<file path="src/rtl/core/bcdcc_pkg.sv">
// bcdcc_pkg: shared types, constants and bcd helpers for the bcd calendar clock.
// Used by the channel interfaces, the check and tick logic and the top level.
// No dependencies.
`default_nettype none

package bcdcc_pkg;

	localparam logic [7:0] SEC_LIMIT   = 8'h60;
	localparam logic [7:0] MIN_LIMIT   = 8'h60;
	localparam logic [7:0] HOUR_LIMIT  = 8'h24;
	localparam logic [7:0] MONTH_MAX   = 8'h12;
	localparam logic [7:0] MONTH_FIRST = 8'h01;
	localparam logic [7:0] DAY_FIRST   = 8'h01;
	localparam logic [7:0] YEAR_LIMIT  = 8'ha0;
	localparam logic [7:0] TENS_MAX    = 8'h90;
	localparam logic [3:0] DIGIT_LIMIT = 4'ha;
	localparam logic [7:0] FEB_LEAP    = 8'h29;
	localparam logic [3:0] MONTH_FEB   = 4'd2;

	localparam logic FUNC_TICK = 1'b0;
	localparam logic FUNC_SET  = 1'b1;

	typedef struct packed {
		logic       func;
		logic [7:0] set_year;
		logic [7:0] set_month;
		logic [7:0] set_day;
		logic [7:0] set_hour;
		logic [7:0] set_minute;
		logic [7:0] set_second;
	} cmd_t;

	typedef struct packed {
		logic [7:0] year_bcd;
		logic [7:0] month_bcd;
		logic [7:0] day_bcd;
		logic [7:0] hour_bcd;
		logic [7:0] minute_bcd;
		logic [7:0] second_bcd;
		logic       time_valid;
	} rsp_t;

	typedef struct packed {
		logic [7:0] year;
		logic [7:0] month;
		logic [7:0] day;
		logic [7:0] hour;
		logic [7:0] minute;
		logic [7:0] second;
	} bcd_time_t;

	// add one to a bcd byte; tens past 9 wraps the byte to zero
	function automatic logic [7:0] bcd_inc(input logic [7:0] b);
		logic [7:0] n;
		n = b + 8'd1;
		if (n[3:0] > 4'd9) begin
			n = {n[7:4], 4'h0} + 8'h10;
		end
		if ({n[7:4], 4'h0} > TENS_MAX) begin
			n = 8'h00;
		end
		return n;
	endfunction

	function automatic logic [7:0] month_len(input logic [3:0] m);
		logic [7:0] len;
		case (m)
			4'd1, 4'd3, 4'd5, 4'd7, 4'd8, 4'd10, 4'd12: len = 8'h31;
			4'd4, 4'd6, 4'd9, 4'd11:                    len = 8'h30;
			4'd2:                                       len = 8'h28;
			default:                                    len = 8'h00;
		endcase
		return len;
	endfunction

	// day limit in bcd for the given month and year bytes
	function automatic logic [7:0] day_limit(input logic [7:0] month, input logic [7:0] year);
		logic [7:0] mval;
		logic [1:0] ymod;
		// decoded month value, only its low four bits matter
		mval = {month[7:4], 3'b000} + {3'b000, month[7:4], 1'b0} + {4'h0, month[3:0]};
		// tens * 10 is tens * 2 modulo four
		ymod = {year[4], 1'b0} + year[1:0];
		if (mval[3:0] == MONTH_FEB && ymod == 2'd0) begin
			return FEB_LEAP;
		end
		return month_len(mval[3:0]);
	endfunction

endpackage

`default_nettype wire

</file>
<file path="src/rtl/core/bcdcc_cmd_if.sv">
// bcdcc_cmd_if: valid/ready channel that carries one command item.
// Depends on bcdcc_pkg for the payload type.
`default_nettype none

interface bcdcc_cmd_if;
	logic             valid;
	logic             ready;
	bcdcc_pkg::cmd_t  data;

	modport source (output valid, output data, input ready);
	modport sink (input valid, input data, output ready);
endinterface

`default_nettype wire

</file>
<file path="src/rtl/core/bcdcc_rsp_if.sv">
// bcdcc_rsp_if: valid/ready channel that carries one result item.
// Depends on bcdcc_pkg for the payload type.
`default_nettype none

interface bcdcc_rsp_if;
	logic             valid;
	logic             ready;
	bcdcc_pkg::rsp_t  data;

	modport source (output valid, output data, input ready);
	modport sink (input valid, input data, output ready);
endinterface

`default_nettype wire

</file>
<file path="src/rtl/core/bcdcc_check.sv">
// bcdcc_check: bcd digit and range check of a full set of time bytes.
// Depends on bcdcc_pkg.
`default_nettype none

module bcdcc_check (
	input  bcdcc_pkg::bcd_time_t t,
	output logic                 ok
);

	logic digits_ok;
	logic range_ok;
	logic day_ok;

	assign digits_ok = (t.year[3:0] < bcdcc_pkg::DIGIT_LIMIT)
		&& (t.month[3:0] < bcdcc_pkg::DIGIT_LIMIT)
		&& (t.day[3:0] < bcdcc_pkg::DIGIT_LIMIT)
		&& (t.hour[3:0] < bcdcc_pkg::DIGIT_LIMIT)
		&& (t.minute[3:0] < bcdcc_pkg::DIGIT_LIMIT)
		&& (t.second[3:0] < bcdcc_pkg::DIGIT_LIMIT);

	assign range_ok = (t.year < bcdcc_pkg::YEAR_LIMIT)
		&& (t.second < bcdcc_pkg::SEC_LIMIT)
		&& (t.minute < bcdcc_pkg::MIN_LIMIT)
		&& (t.hour < bcdcc_pkg::HOUR_LIMIT)
		&& (t.month >= bcdcc_pkg::MONTH_FIRST)
		&& (t.month <= bcdcc_pkg::MONTH_MAX);

	assign day_ok = (t.day >= bcdcc_pkg::DAY_FIRST)
		&& (t.day <= bcdcc_pkg::day_limit(t.month, t.year));

	assign ok = digits_ok && range_ok && day_ok;

endmodule

`default_nettype wire

</file>
<file path="src/rtl/core/bcdcc_tick.sv">
// bcdcc_tick: advances a valid bcd time by one second, carry through to the year.
// Depends on bcdcc_pkg.
`default_nettype none

module bcdcc_tick (
	input  bcdcc_pkg::bcd_time_t cur,
	output bcdcc_pkg::bcd_time_t nxt
);

	logic [7:0] sec_i, min_i, hour_i, day_i, month_i, year_i;
	logic       sec_wrap, min_wrap, hour_wrap, day_wrap, month_wrap;

	always_comb begin
		sec_i   = bcdcc_pkg::bcd_inc(cur.second);
		min_i   = bcdcc_pkg::bcd_inc(cur.minute);
		hour_i  = bcdcc_pkg::bcd_inc(cur.hour);
		day_i   = bcdcc_pkg::bcd_inc(cur.day);
		month_i = bcdcc_pkg::bcd_inc(cur.month);
		year_i  = bcdcc_pkg::bcd_inc(cur.year);

		sec_wrap   = (sec_i >= bcdcc_pkg::SEC_LIMIT);
		min_wrap   = sec_wrap && (min_i >= bcdcc_pkg::MIN_LIMIT);
		hour_wrap  = min_wrap && (hour_i >= bcdcc_pkg::HOUR_LIMIT);
		// day limit is taken from the month before it moves
		day_wrap   = hour_wrap && (day_i > bcdcc_pkg::day_limit(cur.month, cur.year));
		month_wrap = day_wrap && (month_i > bcdcc_pkg::MONTH_MAX);

		nxt.second = sec_wrap ? 8'h00 : sec_i;

		nxt.minute = cur.minute;
		if (sec_wrap) begin
			nxt.minute = min_wrap ? 8'h00 : min_i;
		end

		nxt.hour = cur.hour;
		if (min_wrap) begin
			nxt.hour = hour_wrap ? 8'h00 : hour_i;
		end

		nxt.day = cur.day;
		if (hour_wrap) begin
			nxt.day = day_wrap ? bcdcc_pkg::DAY_FIRST : day_i;
		end

		nxt.month = cur.month;
		if (day_wrap) begin
			nxt.month = month_wrap ? bcdcc_pkg::MONTH_FIRST : month_i;
		end

		nxt.year = month_wrap ? year_i : cur.year;
	end

endmodule

`default_nettype wire

</file>
<file path="src/rtl/core/bcd_calendar_clock.sv">
// bcd_calendar_clock: top level, input register, time state and result register.
// Depends on bcdcc_pkg, bcdcc_cmd_if, bcdcc_rsp_if, bcdcc_check and bcdcc_tick.
//
// A clock and calendar held as six bcd bytes (year, month, day, hour, minute,
// second). A tick item advances the time by one second, a set item loads all
// six bytes as given; each item returns one result with the bytes after the
// step and a flag that says whether they form a valid time. Ticks on an
// invalid time change nothing. One item is accepted per clock cycle while the
// result side is not stalled: the item is captured in an input register,
// then the tick carry chain or the set check runs in one pass and writes both
// the time state and the result register, which presents the result.
// A stalled result holds the result register and, once the input register is
// also full, the command channel.
// After reset the time is all zero, which reads as invalid.
`default_nettype none

module bcd_calendar_clock (
	input  wire logic        clk,
	input  wire logic        arst_n,
	bcdcc_cmd_if.sink        cmd,
	bcdcc_rsp_if.source      rsp
);

	bcdcc_pkg::cmd_t      item_s1;
	logic                 vld_s1;
	bcdcc_pkg::rsp_t      rsp_s2;
	logic                 vld_s2;

	bcdcc_pkg::bcd_time_t time_q;
	logic                 tvalid_q;

	bcdcc_pkg::bcd_time_t set_time;
	bcdcc_pkg::bcd_time_t tick_time;
	bcdcc_pkg::bcd_time_t time_nxt;
	logic                 set_ok;
	logic                 tvalid_nxt;
	logic                 adv;
	logic                 take;

	assign adv       = !vld_s2 || rsp.ready;
	assign cmd.ready = !vld_s1 || adv;
	assign take      = cmd.valid && cmd.ready;

	assign set_time.year   = item_s1.set_year;
	assign set_time.month  = item_s1.set_month;
	assign set_time.day    = item_s1.set_day;
	assign set_time.hour   = item_s1.set_hour;
	assign set_time.minute = item_s1.set_minute;
	assign set_time.second = item_s1.set_second;

	bcdcc_check u_check (
		.t  (set_time),
		.ok (set_ok)
	);

	bcdcc_tick u_tick (
		.cur (time_q),
		.nxt (tick_time)
	);

	// a tick keeps validity: a valid time stays valid, an invalid one holds
	always_comb begin
		time_nxt   = time_q;
		tvalid_nxt = tvalid_q;
		if (item_s1.func == bcdcc_pkg::FUNC_SET) begin
			time_nxt   = set_time;
			tvalid_nxt = set_ok;
		end else if (tvalid_q) begin
			time_nxt = tick_time;
		end
	end

	always_ff @(posedge clk or negedge arst_n) begin
		if (!arst_n) begin
			vld_s1   <= 1'b0;
			vld_s2   <= 1'b0;
			time_q   <= '0;
			tvalid_q <= 1'b0;
		end else begin
			if (take) begin
				vld_s1 <= 1'b1;
			end else if (adv) begin
				vld_s1 <= 1'b0;
			end
			if (adv) begin
				vld_s2 <= vld_s1;
			end
			if (adv && vld_s1) begin
				time_q   <= time_nxt;
				tvalid_q <= tvalid_nxt;
			end
		end
	end

	always_ff @(posedge clk) begin
		if (take) begin
			item_s1 <= cmd.data;
		end
		if (adv && vld_s1) begin
			rsp_s2.year_bcd   <= time_nxt.year;
			rsp_s2.month_bcd  <= time_nxt.month;
			rsp_s2.day_bcd    <= time_nxt.day;
			rsp_s2.hour_bcd   <= time_nxt.hour;
			rsp_s2.minute_bcd <= time_nxt.minute;
			rsp_s2.second_bcd <= time_nxt.second;
			rsp_s2.time_valid <= tvalid_nxt;
		end
	end

	assign rsp.valid = vld_s2;
	assign rsp.data  = rsp_s2;

endmodule

`default_nettype wire

</file>
<file path="src/flat_wrapper.sv">
// flat-port wrapper written by rule: the top's interface ports become plain ports
module bcd_calendar_clock_flat 
  (clk, arst_n, cmd_valid, cmd_data, cmd_ready, rsp_valid, rsp_data, rsp_ready);
  bcdcc_cmd_if cmd_i ();
  bcdcc_rsp_if rsp_i ();
  input  wire logic clk;
  input  wire logic arst_n;
  input wire logic [$bits(cmd_i.valid)-1:0] cmd_valid;
  input wire logic [$bits(cmd_i.data)-1:0] cmd_data;
  output wire logic [$bits(cmd_i.ready)-1:0] cmd_ready;
  output wire logic [$bits(rsp_i.valid)-1:0] rsp_valid;
  output wire logic [$bits(rsp_i.data)-1:0] rsp_data;
  input wire logic [$bits(rsp_i.ready)-1:0] rsp_ready;
  assign cmd_i.valid = cmd_valid;
  assign cmd_i.data = cmd_data;
  assign cmd_ready = cmd_i.ready;
  assign rsp_valid = rsp_i.valid;
  assign rsp_data = rsp_i.data;
  assign rsp_i.ready = rsp_ready;
  bcd_calendar_clock u_core (.clk(clk), .arst_n(arst_n), .cmd(cmd_i), .rsp(rsp_i));
endmodule
</file>
<file path="config.mk">
export PLATFORM = sky130hd
export DESIGN_NAME = bcd_calendar_clock_flat
export DESIGN_NICKNAME = d
export VERILOG_FILES = /design/src/rtl/core/bcdcc_pkg.sv /design/src/rtl/core/bcdcc_cmd_if.sv /design/src/rtl/core/bcdcc_rsp_if.sv /design/src/rtl/core/bcdcc_check.sv /design/src/rtl/core/bcdcc_tick.sv /design/src/rtl/core/bcd_calendar_clock.sv /design/src/flat_wrapper.sv
export SDC_FILE = /design/constraint.sdc
export NUM_CORES = 1
export LEC_CHECK = 0
export ABC_AREA = 1
export BUFFER_PORTS_ARGS = -buffer_cell sky130_fd_sc_hd__buf_2
export CAP_MARGIN = 20
export CORE_AREA = 2 2 136 138
export CTS_CLUSTER_SIZE = 40
export DETAILED_ROUTE_END_ITERATION = 8
export DIE_AREA = 0 0 138 140
export PLACE_DENSITY = 0.74
export SLEW_MARGIN = 40
export SYNTH_ARGS = -nofsm -noshare
export SYNTH_HDL_FRONTEND = slang
export SYNTH_SLANG_ARGS = --single-unit
</file>
<file path="constraint.sdc">
create_clock -name clk -period 4.35 [get_ports clk]
set_input_delay 1.0875 -clock clk [delete_from_list [all_inputs] [get_ports clk]]
set_output_delay 1.0875 -clock clk [all_outputs]
set_load 0.01 [all_outputs]
</file>
==> impl_results.md <==
* Final clock skew at 0.0143 ns
* Final Util at 57.3%
* Leak pwr at 0.00471 uW
* DRC at 0
* Largest net degree at the start of global routing at 71
* # clock sinks at 149
* GRT overflow at 0
* Number of global-route vias before repair at 7041
* Worst-Margin Slew at 0.752 ns
* Antenna violations before repair at 1
* Post-Route WL at 21200 um
* Slew Viols, Final at 0
* GRT Util Overall at 22.5%
* Area of the core at 17800 um^2
* Max H-tree Level at 4
* Synthesized area per cell at 8.54 um^2
* TritonRoute pass-1 iters at 6
* Final setup violating endpoints at 0
* PortBufs at 103
* Synthesized Nets at 1118
* Sw Pwr at 2540 uW
* Share of cells above drive strength 1 at 20.3%
* Post-Syn Area at 8800 um^2
* Sequential share of the synthesized area at 48.0%
* I/O Pins at 104
* Period utilization at 89.1%
* Status: complete, no violations
* Relative slew slack at 49.2%
* CTS Buf Count at 17
* Setup TNS Final at 0 ns
* WP data required at 4.60 ns
* Post-synth EDFFs at 98
* Starting DRT DRC Count at 626
* Library cells used by synthesis at 52
* Setup crit end kind: flip-flop
* Sw Ratio at 41.8%
* Clk_lat worst skew at 0.44 ns
* First-pass GRT wire length at 34800 um
* Min-Delay Path Class: reg2reg
* Full die area at 19300 um^2
* Hpwl dp at 15200 um
* Clock transition at the registers of the reported paths at 0.07 ns
* Final worst path period need at 3.87 ns
* Gpl congestion at 0.884
* Pint at 3540 uW
* Routed Antenna Nets at 0
* FFs w/ async S/R, synth at 34.2%
* Unrepaired setup endpoints after global routing: no
* Routed vias at 7374
* Critical path type: reg2reg
* Die X at 138 um
* Cell Pwr Density at 598 nW/um^2
* Drt via density at 5.35
* Clk pwr share at 25.9%
* Crit start category: flip-flop
* Final Hold Viols at 0
* CTS tree: done
* Yosys Warn Count at 0
* Gate power share at 39.2%
* Nets at 1223
* Max clock buf depth at 2
* Layout area overhead at 15.8%
* #FFs+latches synth at 149
* Max-Cap Viols at 0
* Hold_buf cts at 0
* Wire length per cell at 15.4 um
* Largest fanout on the critical path at 11
* CP arrival at 4.13 ns
* FMAX at 0.258 GHz
* Post-Synthesis Cells at 1030
* Initial Util at 49.5%
* Ys flop type: edfxtp_1
* Std-Cell Rows at 49
* Clock root buffer: clkbuf_16
* Power share of the sequential group at 34.9%
* Peak VDD IR at 0.000335 V
* Die height at 140 um
## cells in the final DEF (no fill, tap or decap), types with 10 or more instances in the layout
master / netlist / routed
o21ai_0: 61 / 61
o21ai_1: 17 / 17
clkbuf_16: 0 / 17
nand3_2: 14 / 14
inv_1: 114 / 113
ha_1: 35 / 35
nor2_2: 14 / 14
xor2_1: 12 / 11
buf_2: 1 / 102
nor3_1: 10 / 10
nand2_2: 30 / 30
nand2_1: 294 / 293
nand3_1: 62 / 62
edfxtp_1: 98 / 98
dfrtp_1: 51 / 51
nor2_1: 47 / 47
nand4_1: 37 / 37
a21oi_1: 40 / 40
## metal layers
metal | vias up | share of wire (%) | wire length [um] | track usage [%]
li1 | 3686 | - | - | -
met1 | 3433 | 44 | 9410 | 29.2
met2 | 210 | 48 | 10200 | 37.4
met3 | 45 | 4.3 | 923 | 3.90
met4 | 0 | 3.0 | 644 | 9.94
met5 | - | 0 | 0 | 0
## cell usage after synthesis, types with 10 or more instances
cell	instances	area, um^2
a21oi_1	40	200
clkbuf_1	13	48.8
dfrtp_1	51	1280
edfxtp_1	98	2940
ha_1	35	438
inv_1	114	428
nand2_1	294	1100
nand2_2	30	188
nand3_1	62	310
nand3_2	14	140
nand4_1	37	231
nor2_1	47	176
nor2_2	14	87.6
nor3_1	10	50.1
o21ai_0	61	305
o21ai_1	17	85.1
xor2_1	12	105
## worst max-delay path, stage by stage, from the launching register on
cell	delay, ns
dfrtp_1	0.47
ha_1	0.24
nand3_1	0.17
xor2_2	0.26
inv_1	0.07
ha_1	0.30
o21ai_0	0.23
nand2_1	0.13
nand2_4	0.10
o21ai_0	0.08
a21oi_1	0.21
ha_1	0.27
nand2_1	0.07
o21ai_0	0.11
nand3_2	0.09
nand2_1	0.08
nand2_4	0.17
inv_1	0.10
nor2_4	0.18
nand4_1	0.13
a21boi_0	0.23
## layout make-up
class                      count  area (um^2)
clock inverter                15          203
multi-input combinational    735         4000
fill                        1572         7590
clock buffer                  17          425
inverter                     123          469
antenna                        1         2.50
tap                          229          287
sequential                   149         4220
timing repair buffer         109          576
## worst paths after layout
path | slack [ns] | depth (start not counted) | to | start
min reg2reg | 0.53 | 2 | u_core.time_q[46] | u_core.time_q[46]
min in group asynchronous | 0.63 | 1 | u_core.time_q[8] | arst_n
max reg2reg | 0.48 | 20 | u_core.rsp.data[35] | u_core.time_q[25]
max in group asynchronous | 3.04 | 2 | u_core.time_q[32] | arst_n
min | 0.53 | 2 | u_core.time_q[46] | u_core.time_q[46]
max | 0.48 | 20 | u_core.rsp.data[35] | u_core.time_q[25]
## logic make-up (layout without fill, tap and decap cells)
| family | Yosys count | count (layout) | synth area share, % |
|---|---|---|---|
| compound gates | 152 | 152 | 10.0 |
| xor+xnor | 16 | 16 | 1.59 |
| fa+ha+maj | 35 | 35 | 4.98 |
| flops | 149 | 149 | 48.0 |
| simple gates | 532 | 532 | 28.8 |
| other cells | 0 | 1 | 0 |
| buf+inv | 146 | 264 | 6.71 |
## power groups by stage
| stage | registers, uW | logic, uW | clock network, uW |
|---|---|---|---|
| 2_1_floorplan | 2100 | 1840 | 0 |
| 3_3_place_gp | 2130 | 2260 | 0 |
| 3_5_place_dp | 2140 | 2330 | 0 |
| 4_1_cts | 2120 | 2350 | 1590 |
| 5_1_grt | 2160 | 2720 | 1650 |
| 6_report | 2120 | 2390 | 1570 |
## registers in the layout, indices dropped and copies added (netlist names)
register and cells:
u_core.rsp.data 49, u_core.time_q 48, u_core.tvalid_q 1, u_core.vld_s1 1, u_core.item_s1 49, u_core.rsp.valid 1
## repair_timing
item	CTS	global route
setup endpoints to repair	0	44
buffers inserted	0	0
resized for setup	0	3
## per-stage QoR
| stage | setup slack [ns] | cells | power (uW) | hold WS [ns] | cell area, um^2 |
|---|---|---|---|---|---|
| 2_1_floorplan | 0.910 | 1030 | 3930 | 0.471 | 8800 |
| 3_3_place_gp | 0.464 | 1345 | 4390 | 0.496 | 9540 |
| 3_5_place_dp | 0.198 | 1345 | 4470 | 0.509 | 9540 |
| 4_1_cts | 0.164 | 1377 | 6060 | 0.525 | 10200 |
| 5_1_grt | 0.0945 | 1378 | 6530 | 0.565 | 10200 |
| 6_report | 0.476 | 1378 | 6090 | 0.529 | 10200 |
Note: power is estimated with default switching activity, not from simulation.
